**src/hdl/updec_pkg.sv**
```systemverilog
package updec_pkg;

  typedef struct packed {
    logic [7:0] in_byte;
    logic       in_last;
  } in_item_t;

  typedef struct packed {
    logic [7:0] out_byte;
    logic       out_valid;
    logic       out_last;
  } out_item_t;

  // What is held between bytes: nothing, a '%', or a '%' and one hex digit.
  typedef enum logic [1:0] {
    PEND_NONE,
    PEND_PCT,
    PEND_DIGIT
  } pend_e;

  localparam int unsigned MaxItems = 3;

  // Result items caused by one input byte; a marker is a bare end item.
  typedef struct packed {
    logic [1:0]                count;
    logic [MaxItems-1:0][7:0]  bytes;
    logic                      marker;
    logic                      last;
  } bundle_t;

  typedef struct packed {
    logic       ok;
    logic [3:0] val;
  } hex_t;

  localparam int unsigned CfgIdxW  = 3;
  localparam int unsigned CfgDataW = 64;

  localparam logic [CfgIdxW-1:0] CFG_FORM_MODE   = 3'd0;
  localparam logic [CfgIdxW-1:0] CFG_SAFE_MODE   = 3'd1;
  localparam logic [CfgIdxW-1:0] CFG_DROP_CTRL   = 3'd2;
  localparam logic [CfgIdxW-1:0] CFG_REFUSE_LOW  = 3'd3;
  localparam logic [CfgIdxW-1:0] CFG_REFUSE_HIGH = 3'd4;

  localparam logic [7:0] CH_PCT   = 8'h25;
  localparam logic [7:0] CH_PLUS  = 8'h2B;
  localparam logic [7:0] CH_SPACE = 8'h20;
  localparam logic [7:0] CH_NUL   = 8'h00;
  localparam logic [7:0] CH_LF    = 8'h0A;
  localparam logic [7:0] CH_CR    = 8'h0D;

  function automatic hex_t hex_decode(logic [7:0] c);
    hex_t h;
    h.ok  = 1'b1;
    h.val = 4'd0;
    if (c inside {[8'h30:8'h39]}) begin
      h.val = c[3:0];
    end else if (c inside {[8'h41:8'h46], [8'h61:8'h66]}) begin
      h.val = c[3:0] + 4'd9;
    end else begin
      h.ok = 1'b0;
    end
    return h;
  endfunction

endpackage

```
**src/hdl/updec_front.sv**
```systemverilog
module updec_front (
  input  logic                                clk_i,
  input  logic                                rst_ni,
  input  logic                                cfg_we_i,
  input  logic [updec_pkg::CfgIdxW-1:0]       cfg_idx_i,
  input  logic [updec_pkg::CfgDataW-1:0]      cfg_data_i,
  input  logic                                in_valid_i,
  output logic                                in_stall_o,
  input  updec_pkg::in_item_t                 in_data_i,
  input  logic                                full_i,
  output logic                                push_o,
  output updec_pkg::bundle_t                  bundle_o
);

  logic                                form_q, safe_q, drop_q;
  logic [updec_pkg::CfgDataW-1:0]      mask_lo_q, mask_hi_q;
  updec_pkg::pend_e                    pend_q, pend_d;
  logic [7:0]                          digit_q, digit_d;
  logic                                accept;
  updec_pkg::hex_t                     hx, hd;
  logic [7:0]                          dec;
  logic [2*updec_pkg::CfgDataW-1:0]    mask;
  logic                                refused, dropped, do_plain;
  updec_pkg::bundle_t                  bd;

  function automatic updec_pkg::bundle_t add_item(updec_pkg::bundle_t b, logic [7:0] c);
    updec_pkg::bundle_t r;
    r = b;
    if (r.count != 2'(updec_pkg::MaxItems)) begin
      r.bytes[r.count] = c;
      r.count          = r.count + 2'd1;
    end
    return r;
  endfunction

  assign in_stall_o = full_i;
  assign accept     = in_valid_i && !full_i;

  always_ff @(posedge clk_i or negedge rst_ni) begin
    if (!rst_ni) begin
      form_q    <= 1'b0;
      safe_q    <= 1'b0;
      drop_q    <= 1'b0;
      mask_lo_q <= '0;
      mask_hi_q <= '0;
    end else if (cfg_we_i) begin
      case (cfg_idx_i)
        updec_pkg::CFG_FORM_MODE:   form_q    <= cfg_data_i[0];
        updec_pkg::CFG_SAFE_MODE:   safe_q    <= cfg_data_i[0];
        updec_pkg::CFG_DROP_CTRL:   drop_q    <= cfg_data_i[0];
        updec_pkg::CFG_REFUSE_LOW:  mask_lo_q <= cfg_data_i;
        updec_pkg::CFG_REFUSE_HIGH: mask_hi_q <= cfg_data_i;
        default: ;
      endcase
    end
  end

  always_comb begin
    hx      = updec_pkg::hex_decode(in_data_i.in_byte);
    hd      = updec_pkg::hex_decode(digit_q);
    dec     = {hd.val, hx.val};
    mask    = {mask_hi_q, mask_lo_q};
    refused = safe_q && !dec[7] && mask[dec[6:0]];
    dropped = drop_q && (dec == updec_pkg::CH_NUL || dec == updec_pkg::CH_LF ||
                         dec == updec_pkg::CH_CR);
    bd       = '0;
    pend_d   = pend_q;
    digit_d  = digit_q;
    do_plain = 1'b0;

    case (pend_q)
      updec_pkg::PEND_PCT: begin
        if (hx.ok) begin
          pend_d  = updec_pkg::PEND_DIGIT;
          digit_d = in_data_i.in_byte;
        end else begin
          pend_d   = updec_pkg::PEND_NONE;
          bd       = add_item(bd, updec_pkg::CH_PCT);
          do_plain = 1'b1;
        end
      end
      updec_pkg::PEND_DIGIT: begin
        pend_d = updec_pkg::PEND_NONE;
        if (hx.ok) begin
          if (refused) begin
            bd = add_item(bd, updec_pkg::CH_PCT);
            bd = add_item(bd, digit_q);
            bd = add_item(bd, in_data_i.in_byte);
          end else if (!dropped) begin
            bd = add_item(bd, dec);
          end
        end else begin
          // malformed: literal '%' and digit, then rescan this byte
          bd       = add_item(bd, updec_pkg::CH_PCT);
          bd       = add_item(bd, digit_q);
          do_plain = 1'b1;
        end
      end
      default: begin
        pend_d   = updec_pkg::PEND_NONE;
        do_plain = 1'b1;
      end
    endcase

    if (do_plain) begin
      if (form_q && in_data_i.in_byte == updec_pkg::CH_PLUS) begin
        bd = add_item(bd, updec_pkg::CH_SPACE);
      end else if (in_data_i.in_byte == updec_pkg::CH_PCT) begin
        pend_d = updec_pkg::PEND_PCT;
      end else begin
        bd = add_item(bd, in_data_i.in_byte);
      end
    end

    if (in_data_i.in_last) begin
      if (pend_d == updec_pkg::PEND_PCT) begin
        bd = add_item(bd, updec_pkg::CH_PCT);
      end else if (pend_d == updec_pkg::PEND_DIGIT) begin
        bd = add_item(bd, updec_pkg::CH_PCT);
        bd = add_item(bd, digit_d);
      end
      pend_d  = updec_pkg::PEND_NONE;
      digit_d = 8'd0;
      bd.last = 1'b1;
      if (bd.count == 2'd0) begin
        bd.count  = 2'd1;
        bd.marker = 1'b1;
      end
    end
  end

  assign push_o   = accept && (bd.count != 2'd0);
  assign bundle_o = bd;

  always_ff @(posedge clk_i or negedge rst_ni) begin
    if (!rst_ni) begin
      pend_q  <= updec_pkg::PEND_NONE;
      digit_q <= 8'd0;
    end else if (accept) begin
      pend_q  <= pend_d;
      digit_q <= digit_d;
    end
  end

endmodule

```
**src/hdl/updec_queue.sv**
```systemverilog
module updec_queue #(
  parameter int unsigned Depth = 2
) (
  input  logic               clk_i,
  input  logic               rst_ni,
  input  logic               push_i,
  input  updec_pkg::bundle_t data_i,
  input  logic               pop_i,
  output logic               full_o,
  output logic               head_valid_o,
  output updec_pkg::bundle_t head_o
);

  localparam int unsigned PtrW = (Depth > 1) ? $clog2(Depth) : 1;
  localparam int unsigned CntW = $clog2(Depth + 1);

  updec_pkg::bundle_t  mem_q [Depth];
  logic [PtrW-1:0]     wr_q, rd_q;
  logic [CntW-1:0]     cnt_q;
  logic                do_push, do_pop;

  function automatic logic [PtrW-1:0] bump(logic [PtrW-1:0] p);
    return (p == PtrW'(Depth - 1)) ? '0 : p + 1'b1;
  endfunction

  assign full_o       = (cnt_q == CntW'(Depth));
  assign head_valid_o = (cnt_q != '0);
  assign head_o       = mem_q[rd_q];
  assign do_push      = push_i && !full_o;
  assign do_pop       = pop_i && head_valid_o;

  always_ff @(posedge clk_i) begin
    if (do_push) begin
      mem_q[wr_q] <= data_i;
    end
  end

  always_ff @(posedge clk_i or negedge rst_ni) begin
    if (!rst_ni) begin
      wr_q  <= '0;
      rd_q  <= '0;
      cnt_q <= '0;
    end else begin
      if (do_push) begin
        wr_q <= bump(wr_q);
      end
      if (do_pop) begin
        rd_q <= bump(rd_q);
      end
      if (do_push && !do_pop) begin
        cnt_q <= cnt_q + 1'b1;
      end else if (do_pop && !do_push) begin
        cnt_q <= cnt_q - 1'b1;
      end
    end
  end

endmodule

```
**src/hdl/updec_back.sv**
```systemverilog
module updec_back (
  input  logic                 clk_i,
  input  logic                 rst_ni,
  input  logic                 head_valid_i,
  input  updec_pkg::bundle_t   head_i,
  output logic                 pop_o,
  output logic                 out_valid_o,
  input  logic                 out_stall_i,
  output updec_pkg::out_item_t out_data_o
);

  logic                 oval_q;
  updec_pkg::out_item_t opay_q;
  logic [1:0]           idx_q;
  logic                 advance, take, at_end;

  assign advance = !oval_q || !out_stall_i;
  assign take    = advance && head_valid_i;
  assign at_end  = (idx_q == head_i.count - 2'd1);
  assign pop_o   = take && at_end;

  always_ff @(posedge clk_i or negedge rst_ni) begin
    if (!rst_ni) begin
      oval_q <= 1'b0;
      idx_q  <= 2'd0;
    end else if (advance) begin
      oval_q <= head_valid_i;
      if (head_valid_i) begin
        idx_q <= at_end ? 2'd0 : idx_q + 2'd1;
      end
    end
  end

  always_ff @(posedge clk_i) begin
    if (take) begin
      opay_q.out_byte  <= head_i.marker ? 8'd0 : head_i.bytes[idx_q];
      opay_q.out_valid <= !head_i.marker;
      opay_q.out_last  <= head_i.last && at_end;
    end
  end

  assign out_valid_o = oval_q;
  assign out_data_o  = opay_q;

endmodule

```
**src/hdl/url_percent_decoder_core.sv**
```systemverilog
// Channel | Valid       | Stall       | Beat
// in      | in_valid_i  | in_stall_o  | in_data_i  (in_byte, in_last)
// out     | out_valid_o | out_stall_i | out_data_o (out_byte, out_valid, out_last)
// cfg     | cfg_we_i    | -           | cfg_idx_i, cfg_data_i
//
// Unstalled, one input byte per cycle while each yields at most one output beat.
// A byte that yields k beats (a refused or broken escape, up to 3) holds the
// output register until all k are out; the bundle queue (QueueDepth entries)
// lets the front keep taking bytes meanwhile and stalls it only when full.
// Each bundle is registered in the queue and then in the output register.
// Reset clears config, pending escape state, queue and output register.
module url_percent_decoder_core #(
  parameter int unsigned QueueDepth = 2
) (
  input  logic                            clk_i,
  input  logic                            rst_ni,
  input  logic                            cfg_we_i,
  input  logic [updec_pkg::CfgIdxW-1:0]   cfg_idx_i,
  input  logic [updec_pkg::CfgDataW-1:0]  cfg_data_i,
  input  logic                            in_valid_i,
  output logic                            in_stall_o,
  input  updec_pkg::in_item_t             in_data_i,
  output logic                            out_valid_o,
  input  logic                            out_stall_i,
  output updec_pkg::out_item_t            out_data_o
);

  logic               full, push, pop, head_valid;
  updec_pkg::bundle_t bundle, head;

  updec_front u_front (
    .clk_i      (clk_i),
    .rst_ni     (rst_ni),
    .cfg_we_i   (cfg_we_i),
    .cfg_idx_i  (cfg_idx_i),
    .cfg_data_i (cfg_data_i),
    .in_valid_i (in_valid_i),
    .in_stall_o (in_stall_o),
    .in_data_i  (in_data_i),
    .full_i     (full),
    .push_o     (push),
    .bundle_o   (bundle)
  );

  updec_queue #(
    .Depth (QueueDepth)
  ) u_queue (
    .clk_i        (clk_i),
    .rst_ni       (rst_ni),
    .push_i       (push),
    .data_i       (bundle),
    .pop_i        (pop),
    .full_o       (full),
    .head_valid_o (head_valid),
    .head_o       (head)
  );

  updec_back u_back (
    .clk_i        (clk_i),
    .rst_ni       (rst_ni),
    .head_valid_i (head_valid),
    .head_i       (head),
    .pop_o        (pop),
    .out_valid_o  (out_valid_o),
    .out_stall_i  (out_stall_i),
    .out_data_o   (out_data_o)
  );

endmodule

```
**config.mk**
```make
export PLATFORM = sky130hd
export DESIGN_NAME = url_percent_decoder_core
export DESIGN_NICKNAME = d
export VERILOG_FILES = /design/src/hdl/updec_pkg.sv /design/src/hdl/updec_front.sv /design/src/hdl/updec_queue.sv /design/src/hdl/updec_back.sv /design/src/hdl/url_percent_decoder_core.sv
export SDC_FILE = /design/constraint.sdc
export NUM_CORES = 1
export LEC_CHECK = 0
export ABC_AREA = 1
export BUFFER_PORTS_ARGS = -buffer_cell sky130_fd_sc_hd__buf_2
export CAP_MARGIN = 10
export CORE_MARGIN = 3
export CORE_UTILIZATION = 60
export DETAILED_ROUTE_END_ITERATION = 12
export GPL_ROUTABILITY_DRIVEN = 1
export PLACE_DENSITY = 0.77
export SLEW_MARGIN = 5
export SYNTH_ARGS = -nofsm -noshare
export SYNTH_HDL_FRONTEND = slang
export SYNTH_SLANG_ARGS = --single-unit
```
**constraint.sdc**
```tcl
create_clock -name clk_i -period 4.95 [get_ports clk_i]
set_input_delay 0.495 -clock clk_i [delete_from_list [all_inputs] [get_ports clk_i]]
set_output_delay 0.495 -clock clk_i [all_outputs]
set_load 0.02 [all_outputs]
```
### Yosys cells after proc, flatten, opt, wreduce, memory -nomap -nowiden

Memory sizes are Yosys's and may differ from the RTL's.
Cells that the tools add are included.

* add/sub/neg operators: 14
* magnitude comparators: 26
* equal/unequal tests: 20
* multiplexer cells: 82
* bitwise operators: 6
* reduce and logical (&&, ||, !) cells: 50

Operator list (count)
* 26-bit two-way mux: 13
* 28-bit two-way mux: 9
* 24-bit bitwise mux: 5
* 8-bit two-way mux: 15
* 8-bit demux with 2-bit select: 6
* 28-bit one-hot mux with 2 select lines: 1
* 27-bit two-way mux: 2
* 8-bit by 7-bit greater-or-equal comparator with 1-bit output (second input constant): 4
* 8-bit by 7-bit less-or-equal comparator with 1-bit output (second input constant): 4
* 2-bit two-way mux: 15
* 1-bit logical AND: 25
* 21-bit bitwise AND: 1
* 2-bit by 3-bit < comparator with 1-bit output (second input constant): 7
* 21-bit NOT: 1
* 2-bit by 1-bit adder with 2-bit output (second input constant): 8
* 8-bit binary-select mux with 2-bit select: 1
* 8-bit by 4-bit == test with 1-bit output (second input constant): 2
* 8-bit by 6-bit == test with 1-bit output (second input constant): 2
* 8-bit by 6-bit greater-or-equal comparator with 1-bit output (second input constant): 2
* 8-bit by 6-bit less-or-equal comparator with 1-bit output (second input constant): 2
* 4-bit two-way mux: 4
* 15-bit bitwise AND: 1
* 15-bit NOT: 1
* 2-bit by 1-bit greater-or-equal comparator with 1-bit output (second input constant): 6
* 23 further kinds: 61

* bits in registers: 158
* memory bits (writable): 56
* input port bits: 81
* output and inout port bits: 12
* word-level logic and storage cells: 214
* memories kept: 1

Memories
* u_queue.mem_q: words 2, width 28, rd ports 1, clocked after memory_dff 0, write ports 1, line updec_queue.sv:17 `updec_pkg::bundle_t mem_q [Depth];`

### Depth between registers and ports, before layout

Gate-level depths: netlist of the first run.

* word-level depth: 67
* mapped depth: 32
* depth with buffers taken out: 31

### Modules after synthesis

A second synthesis of the first run with hierarchy kept.

* cell total of the unflattened synthesis: 1446
* area, all modules: 11213.3 um^2

By module, submodules not included
* updec_front: times used 1, cells an instance 1178, area an instance 8239.2 um^2, seq. area each 3528.4 um^2
* updec_queue: times used 1, cells an instance 178, area an instance 2269.7 um^2, seq. area each 1781.7 um^2
* updec_back: times used 1, cells an instance 90, area an instance 704.4 um^2, seq. area each 375.4 um^2

### Least setup slack after synthesis of the first run

OpenSTA, ideal clock, no wires.

* kind: in2reg
* start point: in in_data_i[2] (netlist name)
* end point: mem u_queue.mem_q[1][0] (netlist name) (enable)
* library setup time: 0.414 ns
* arrival time: 3.919 ns
* data required time: 4.536 ns
* setup slack: 0.617 ns
* stages on the path: 25
* path buffers: 2
* cells stage by stage: inv_1 ha_1 nand2_1 nand3_2 nand2_4 nand2_1 nand2_1 buf_4 buf_2 nand2_1 nand3_1 nand2_1 a21oi_1 nand2_1 nand3_1 nand2_1 nand2_2 nand4_4 nand2_4 inv_4 nand2_4 nand2_4 nand3_1 nand2_2 nor2_1

* longest elaborated chain between the ends: 36
* elaborated cells on any way between the ends: 68
* those cells by class: add/sub (4); order compare (6); eq/ne (9); mux (35); reduce/logical (14)

Ends and longest elaborated chain
* start: declaration: line url_percent_decoder_core.sv:22 `input updec_pkg::in_item_t in_data_i,`
* parallel branches: the longest is 30 deep, another holds 8-bit by 7-bit greater-or-equal comparator with 1-bit output
* 28-bit two-way mux (*): line updec_front.sv:115 `if (in_data_i.in_last) begin`
* 2-bit nonzero test (*): line updec_front.sv:132 `assign push_o = accept && (bd.count != 2'd0);`
* 1-bit logical AND (*): line updec_front.sv:132
* 1-bit logical AND (*): line updec_queue.sv:29 `assign do_push = push_i && !full_o;`
* 1-bit two-way mux (*): line updec_queue.sv:33 `if (do_push) begin`
* 1-bit two-way mux (not written as such) (*): line updec_queue.sv:34 `mem_q[wr_q] <= data_i;`
* end: declaration: line updec_queue.sv:17

Mark *: on every way between the ends. The select of a mux whose other input is x is not followed.

### Worst setup path in the final report of the first run

* start point: in in_data_i[1] (netlist name)
* end point: reg u_queue.cnt_q[1]

* longest elaborated chain between the ends: 37
* elaborated cells on any way between the ends: 71
* those cells by class: add/sub (4); order compare (6); eq/ne (9); mux (34); reduce/logical (18)

Ends and longest elaborated chain
* parallel branches: the longest is 30 deep, another holds 8-bit by 7-bit greater-or-equal comparator with 1-bit output
* 28-bit two-way mux (*): line updec_front.sv:115
* 2-bit nonzero test (*): line updec_front.sv:132
* 1-bit logical AND (*): line updec_front.sv:132
* 1-bit logical AND (*): line updec_queue.sv:29
* net u_queue.do_push: line updec_queue.sv:20 `logic do_push, do_pop;`
* 1-bit logical NOT: line updec_queue.sv:52 `end else if (do_pop && !do_push) begin`
* 1-bit logical AND: line updec_queue.sv:52
* 2-bit nonzero test (no source line)
* end signal: assignment: line updec_queue.sv:51 `cnt_q <= cnt_q + 1'b1;`
* end signal: assignment: line updec_queue.sv:53 `cnt_q <= cnt_q - 1'b1;`
* end: declaration: line updec_queue.sv:19 `logic [CntW-1:0] cnt_q;`

Mark *: on every way through the listed nets, which the timed path passes. The select of a mux whose other input is x is not followed.
A chain may end at the register's enable or synchronous reset.

==> summary.txt, run 1 <==
Clocking
  • CTS tree: built
  • Clock Sinks: 214
  • Hold-fix buffers at CTS: 0
  • # Post-CTS Setup Buffers: 0
  • H-tree depth: 1
  • Clk_lat worst skew: 0.51 ns
  • Clock tree buffer depth: 3
  • Root buf cell: clkbuf_16
  • Clock buffer count from CTS: 22
  • Cts repair resizes: 0
  • Clock transition at path regs: 0.06 ns

Floorplanning
  • Overall die width: 142 um
  • DIE HEIGHT: 142 um
  • I/O pin cnt: 93
  • Initial core utilization: 61.5%
  • DIE AREA: 20200 um^2
  • FP Rows: 49
  • Core area: 18100 um^2

Placement
  • PortBufs: 92
  • Placed cell area: 11700 um^2
  • Gpl congestion: 0.984
  • Dpl hpwl: 19.9 mm

Drt
  • Antenna-violating nets left: 0
  • DR WL/cell: 17.0 um
  • First DRT Iteration DRCs: 775
  • DRC: 0
  • Vias per std cell: 5.67
  • First drt pass iteration count: 6
  • Post-Route WL: 28.4 mm
  • DR vias: 9458

STA
  • FMAX: 241 MHz
  • Clock Skew: 0.00754 ns
  • Setup violators final: 0
  • Final worst path period need: 4.15 ns
  • RSZ-0062 raised after global routing: false
  • Crit share post-route: 83.8%
  • Worst hold slack: 0.0534 ns
  • Slew HR: 24.5%
  • Worst Max-Slew Pin Slew: 1.13 ns
  • Final Hold Fails: 0
  • Setup_tns: 0 ns
  • Final Max Tran Viols: 0

GRT
  • GRT Util Overall: 28.3%
  • Initial antenna violation count: 0
  • First-pass GRT wire length: 46.4 mm
  • Largest net degree at the start of global routing: 129
  • Number of global-route vias before repair: 9082
  • Aggregate global routing overflow: 0

Power and ir drop
  • Comb pwr share: 22.8%
  • Sw frac: 31.4%
  • Pint: 3.70 mW
  • Leakage: 6.04 nW
  • Reg power frac: 45.3%
  • Worst IR drop on VDD: 276 uV
  • Net Sw Power: 1.69 mW
  • Cell area power density: 431 nW/um^2
  • Clk pwr share: 31.9%

Job
  • Max-cap violations: 0

Yosys
  • Netlist cell types: 50
  • Syn_nets: 1443
  • Post-Syn Area: 11100 um^2
  • Number of enable flip-flop cells after synthesis: 66
  • Top_reg_cell synth: dfrtp_1
  • Seq cells post-synth: 214
  • Synth warn: 0
  • Gate Count Post-Synth: 1351
  • Post-synth ARST share: 69.2%
  • Syn Area/Cell: 8.23 um^2
  • Post-synthesis sequential area ratio: 51.1%

Cells and area
  • Commonest non-fill, non-tap cell in the layout: nand2_1
  • Area delta synth->final: 12.3%
  • Fill count: 1522
  • Most frequent cells in the layout: nand2_1, o21ai_0, inv_1, dfrtp_1, nand3_1
  • # diodes: 0
  • Layout cells sized above 1: 14.3%
  • Fin nets: 1518
  • Post-route cell area: 12500 um^2

Setup path
  • CP startpoint kind: input port
  • Crit path kind: input port to flop
  • Slowest stage delay, CP: 0.30 ns
  • R2R Path End: u_queue.cnt_q[1]
  • R2R cell count: 23
  • Critical path arrival: 4.54 ns
  • Critical Path RT: 5.34 ns
  • Worst Setup End Kind: flop
  • Crit-path max FO: 29
  • Worst r2r src: u_front.digit_q[0]
  • FF-to-FF setup slack: 1.06 ns
  • CP max stage cell: ha_1
  • CP most frequent cell: nand2_1

Worst hold path
  • HP Class: input port to asynchronous set/reset pin

Status
  • Status: completed
## state kept, by name, summed over array words and instances (netlist names), 2 cells and up
| name | count |
|---|---|
| u_back.idx_q | 2 |
| u_front.pend_q | 2 |
| u_front.digit_q | 8 |
| u_queue.mem_q | 56 |
| u_front.mask_lo_q | 64 |
| u_back.out_data_o | 10 |
| u_front.mask_hi_q | 64 |
| u_queue.cnt_q | 2 |
## worst max-delay path, delay by kind of cell
family                   cells  cell delay [ns]
buffers and inverters        5             0.76
AND/OR/NAND/NOR             19             2.15
XOR/XNOR                     1             0.15
adder cells (fa/ha/maj)      2             0.54
AO/OA/AOI/OAI                3             0.43
## final cells by class
cell class                 count  area (um^2)  share of cell area [%]
clock inverter                 7          124                   0.991
sequential                   214         5690                    45.5
tap                          229          287                    2.29
multi-input combinational    897         4480                    35.9
clock buffer                  31          626                    5.01
timing repair buffer         108          599                    4.80
inverter                     183          694                    5.56
## cell usage after synthesis (11+ instances only)
master / instances / area, um^2
o21ai_0: 174 / 871
nand3b_1: 15 / 113
o21ai_1: 16 / 80.1
clkbuf_1: 36 / 135
nand2_1: 372 / 1400
a21oi_1: 32 / 160
nand3_1: 96 / 480
edfxtp_1: 66 / 1980
o22ai_1: 20 / 125
ha_1: 11 / 138
inv_2: 12 / 45.0
dfrtp_1: 148 / 3700
inv_1: 165 / 619
nor2_1: 68 / 255
## metrics by stage
| step | setup WS [ns] | utilization (%) | power [mW] | std cells |
|---|---|---|---|---|
| global route | 0.448 | 69.1 | 5.68 | 1669 |
| global placement | 0.491 | 64.9 | 3.65 | 1631 |
| detailed placement | 0.358 | 64.9 | 3.70 | 1631 |
| CTS | 0.862 | 69.1 | 5.41 | 1669 |
| finish | 0.804 | 69.1 | 5.39 | 1669 |
| floorplan | 0.617 | - | 3.26 | 1351 |
## power by group through the flow
stage / Combinational (mW) / Sequential (mW) / Clock (mW)
final: 1.23 / 2.44 / 1.72
after global routing: 1.39 / 2.48 / 1.81
after CTS: 1.24 / 2.44 / 1.73
after detailed placement: 1.23 / 2.46 / 0
after global placement: 1.19 / 2.45 / 0
after floorplan: 0.797 / 2.46 / 0
## how the worst max path moves through the flow
stage	start	end	depth (start not counted)
floorplan	in_data_i[2]	u_queue.mem_q[1][0]	25
global placement	in_data_i[1]	u_queue.cnt_q[1]	30
detailed placement	in_data_i[1]	u_queue.cnt_q[1]	30
CTS	in_data_i[1]	u_queue.cnt_q[1]	30
global route	in_data_i[2]	u_queue.cnt_q[1]	30
finish	in_data_i[1]	u_queue.cnt_q[1]	30
## per-layer routing
layer / vias up / track usage [%] / routed length, um / part of all wire (%)
met5: - / 0 / 0 / 0
met4: 0 / 10.2 / 1020 / 3.6
met3: 73 / 3.33 / 1520 / 5.3
met2: 349 / 49.1 / 14200 / 50
met1: 4490 / 37.0 / 11700 / 41
li1: 4546 / - / - / -
## cells by family (layout without fill, tap and decap cells)
kind of cell,Yosys count,in the layout,synth area share [%]
AND/OR/NAND/NOR,608,608,25.0
adder cells (fa/ha/maj),11,11,1.24
buffers and inverters,240,329,8.88
multiplexers,1,1,0.0900
XOR/XNOR,5,5,0.394
flip-flops,214,214,51.1
AO/OA/AOI/OAI,272,272,13.3
(Power assumes the default switching activity.)
==> run 2, diff against run 1 <==
--- a/config.mk
+++ b/config.mk
@@ -5,14 +5,14 @@
 export SDC_FILE = /design/constraint.sdc
 export NUM_CORES = 1
 export LEC_CHECK = 0
-export ABC_AREA = 1
+export ABC_AREA = 0
 export BUFFER_PORTS_ARGS = -buffer_cell sky130_fd_sc_hd__buf_2
 export CAP_MARGIN = 10
 export CORE_MARGIN = 3
-export CORE_UTILIZATION = 60
+export CORE_UTILIZATION = 54
 export DETAILED_ROUTE_END_ITERATION = 12
 export GPL_ROUTABILITY_DRIVEN = 1
-export PLACE_DENSITY = 0.77
+export PLACE_DENSITY = 0.73
 export SLEW_MARGIN = 5
 export SYNTH_ARGS = -nofsm -noshare
 export SYNTH_HDL_FRONTEND = slang
==> constraint.sdc (replaced) <==
create_clock -name clk_i -period 3.6 [get_ports clk_i]
set_input_delay 0.36 -clock clk_i [delete_from_list [all_inputs] [get_ports clk_i]]
set_output_delay 0.36 -clock clk_i [all_outputs]
set_load 0.02 [all_outputs]
==> summary.txt, run 2 <==
Power and ir drop
  • Sw frac: 29.4%
  • Net Sw Power: 2.29 mW
  • Clk pwr share: 30.3%
  • Reg power frac: 44.9%
  • Pint: 5.50 mW
  • Cell area power density: 523 nW/um^2
  • Total power: 7.78 mW
  • Comb pwr share: 24.8%
  • Worst IR drop on VDD: 465 uV
  • Leakage: 6.22 nW

Yosys
  • Post-synth ARST share: 69.2%
  • Synth warn: 0
  • Syn_nets: 973
  • Top cells by count, synth: dfrtp_1, mux2_2, edfxtp_1
  • Syn Area/Cell: 12.2 um^2
  • Seq cells post-synth: 214
  • Post-synthesis sequential area ratio: 53.0%
  • Largest area contributor in the synthesized netlist: dfrtp_1
  • Gate Count Post-Synth: 881
  • Area share of the leading cell type in the synthesized netlist: 34.5%
  • Number of enable flip-flop cells after synthesis: 66
  • Post-Syn Area: 10700 um^2
  • Top_reg_cell synth: dfrtp_1
  • Most common cell in the netlist: dfrtp_1
  • Netlist cell types: 88
  • Ranking of synthesized cells by area: dfrtp_1, edfxtp_1, mux2_2

Worst hold path
  • HP Class: input port to flop
  • Worst Hold Launch: out_stall_i
  • Hold-critical path depth: 3
  • Hold worst-path end: u_back.out_valid_o

STA
  • Setup violators final: 99
  • Worst hold slack: 0.0757 ns
  • Crit share post-route: 107%
  • RSZ-0062 raised after global routing: true
  • FMAX: 261 MHz
  • Final setup margin: -0.235 ns
  • Clock Skew: 0.0112 ns
  • Worst Max-Slew Pin Slew: 0.897 ns
  • Slew HR: 40.2%
  • Final Max Tran Viols: 0
  • Final worst path period need: 3.83 ns
  • Final Hold Fails: 0

Placement
  • PortBufs: 92
  • DP Cell Count: 1350
  • Dpl hpwl: 22.1 mm
  • Gpl congestion: 0.961

Floorplanning
  • FP Rows: 50
  • DIE HEIGHT: 147 um
  • I/O pin cnt: 93
  • DIE AREA: 21600 um^2
  • Core area: 19100 um^2
  • Initial core utilization: 56.2%
  • Overall die width: 147 um

Setup path
  • R2R cell count: 17
  • FF-to-FF setup slack: -0.20 ns
  • Crit path kind: input port to flop
  • Critical Path RT: 3.83 ns
  • R2R Path End: u_queue.mem_q[1][1]
  • Crit-path max FO: 10
  • Worst Setup End Kind: flop
  • CP startpoint kind: input port
  • Critical path arrival: 4.07 ns
  • Worst r2r src: u_front.digit_q[7]

Clocking
  • Root buf cell: clkbuf_16
  • CTS tree: built
  • H-tree depth: 1
  • Clk_lat worst skew: 0.50 ns
  • Clock tree buffer depth: 3
  • Clock Sinks: 214
  • Clock transition at path regs: 0.06 ns
  • Clock buffer count from CTS: 23

Cells and area
  • Area delta synth->final: 38.7%
  • Regs by FF count: u_front.mask_hi_q x64, u_front.mask_lo_q x64, u_queue.mem_q x56
  • Commonest non-fill, non-tap cell in the layout: buf_4
  • # diodes: 0
  • Final std cells w/o fill: 1448
  • Fin nets: 1264
  • Layout cells sized above 1: 53.0%
  • Most frequent cells in the layout: buf_4, dfrtp_1, mux2_2, buf_2, edfxtp_1

GRT
  • Initial antenna violation count: 0
  • First-pass GRT wire length: 49.3 mm
  • Aggregate global routing overflow: 0
  • Number of global-route vias before repair: 8848
  • Largest net degree at the start of global routing: 77
  • GRT Util Overall: 28.6%

Drt
  • Antenna-violating nets left: 0
  • DR vias: 8979
  • First DRT Iteration DRCs: 874
  • First drt pass iteration count: 5
  • Vias per std cell: 6.20
  • DRC: 0
  • Post-Route WL: 32.9 mm
  • DR WL/cell: 22.7 um

Status
  • Failing checks: setup timing
  • Status: finished, violations left

Job
  • Max-cap violations: 0
[run 2: cell families (layout without fill, tap and decap cells)]
| kind of cell | after synthesis | after routing | share of synthesized area, % |
|---|---|---|---|
| AO/OA/AOI/OAI | 216 | 217 | 14.9 |
| XOR/XNOR | 8 | 8 | 0.653 |
| adder cells (fa/ha/maj) | 11 | 11 | 1.28 |
| buffers and inverters | 68 | 374 | 2.93 |
| flip-flops | 214 | 214 | 53.0 |
| multiplexers | 159 | 159 | 17.6 |
| AND/OR/NAND/NOR | 205 | 205 | 9.71 |
[run 2: metal layers]
layer	track usage (%)	share of wire (%)	wire length, um
met1	42.0	42	13800
met2	45.4	48	15800
met3	4.75	8.4	2760
met4	6.15	1.9	628
met5	0	0	0
[run 2: critical path, stage by stage]
cell and delay [ns]:
buf_8 0.11, buf_12 0.12, ha_4 0.15, and4b_2 0.30, buf_6 0.11, nor2_4 0.05, buf_12 0.14, a31oi_4 0.37
buf_6 0.17, buf_6 0.14, nor3_1 0.06, or4_4 0.49, o211ai_4 0.22, nand4b_1 0.23, a31oi_4 0.27, buf_4 0.15
nand2_1 0.14, o21a_1 0.20, o22a_1 0.27
[run 2: repair_timing]
| item | CTS | global route |
|---|---|---|
| gates resized for setup | 64 | 106 |
| gates cloned | 3 | 1 |
| hold buffers | 1 | 0 |
| setup endpoints to repair | 105 | 107 |
| setup buffers | 25 | 35 |
| hold endpoints to repair | 75 | 0 |
| pin swaps | 23 | 55 |
[run 2: how the worst max path moves through the flow]
stage | start | to | slack [ns] | depth (start not counted)
3_3_place_gp | in_data_i[4] | u_queue.cnt_q[1] | -0.76 | 18
6_report | in_data_i[2] | u_queue.mem_q[0][12] | -0.23 | 19
3_5_place_dp | in_data_i[4] | u_queue.cnt_q[1] | -0.82 | 18
4_1_cts | in_data_i[2] | u_queue.cnt_q[1] | -0.11 | 23
5_1_grt | u_front.digit_q[7] | u_queue.mem_q[1][23] | -0.35 | 19
2_1_floorplan | in_data_i[1] | u_queue.mem_q[1][0] | -0.46 | 19
[run 2: through the flow]
step / instance area (um^2) / setup slack, ns / setup TNS, ns / utilization [%]
2_1_floorplan: 11000 / -0.462 / -29.27 / -
3_3_place_gp: 12900 / -0.758 / -74.30 / 67.4
3_5_place_dp: 12900 / -0.816 / -74.77 / 67.4
4_1_cts: 14200 / -0.112 / -2.62 / 74.4
5_1_grt: 14900 / -0.353 / -25.32 / 78.0
6_report: 14900 / -0.235 / -13.17 / 78.0
[run 2: power groups by stage]
| stage | registers, mW | logic (mW) | clock network (mW) |
|---|---|---|---|
| 2_1_floorplan | 3.44 | 1.14 | 0 |
| 3_3_place_gp | 3.47 | 1.69 | 0 |
| 3_5_place_dp | 3.49 | 1.75 | 0 |
| 4_1_cts | 3.46 | 1.89 | 2.38 |
| 5_1_grt | 3.53 | 2.09 | 2.49 |
| 6_report | 3.49 | 1.93 | 2.36 |
[run 2: area by class of cell]
cell class	count	area, um^2
Multi-Input combinational cell	600	5580
Clock buffer	28	626
Sequential cell	214	5690
Tap cell	260	325
Clock inverter	13	133
Inverter	21	90.1
Timing Repair Buffer	312	2450
Fill cell	1150	4200
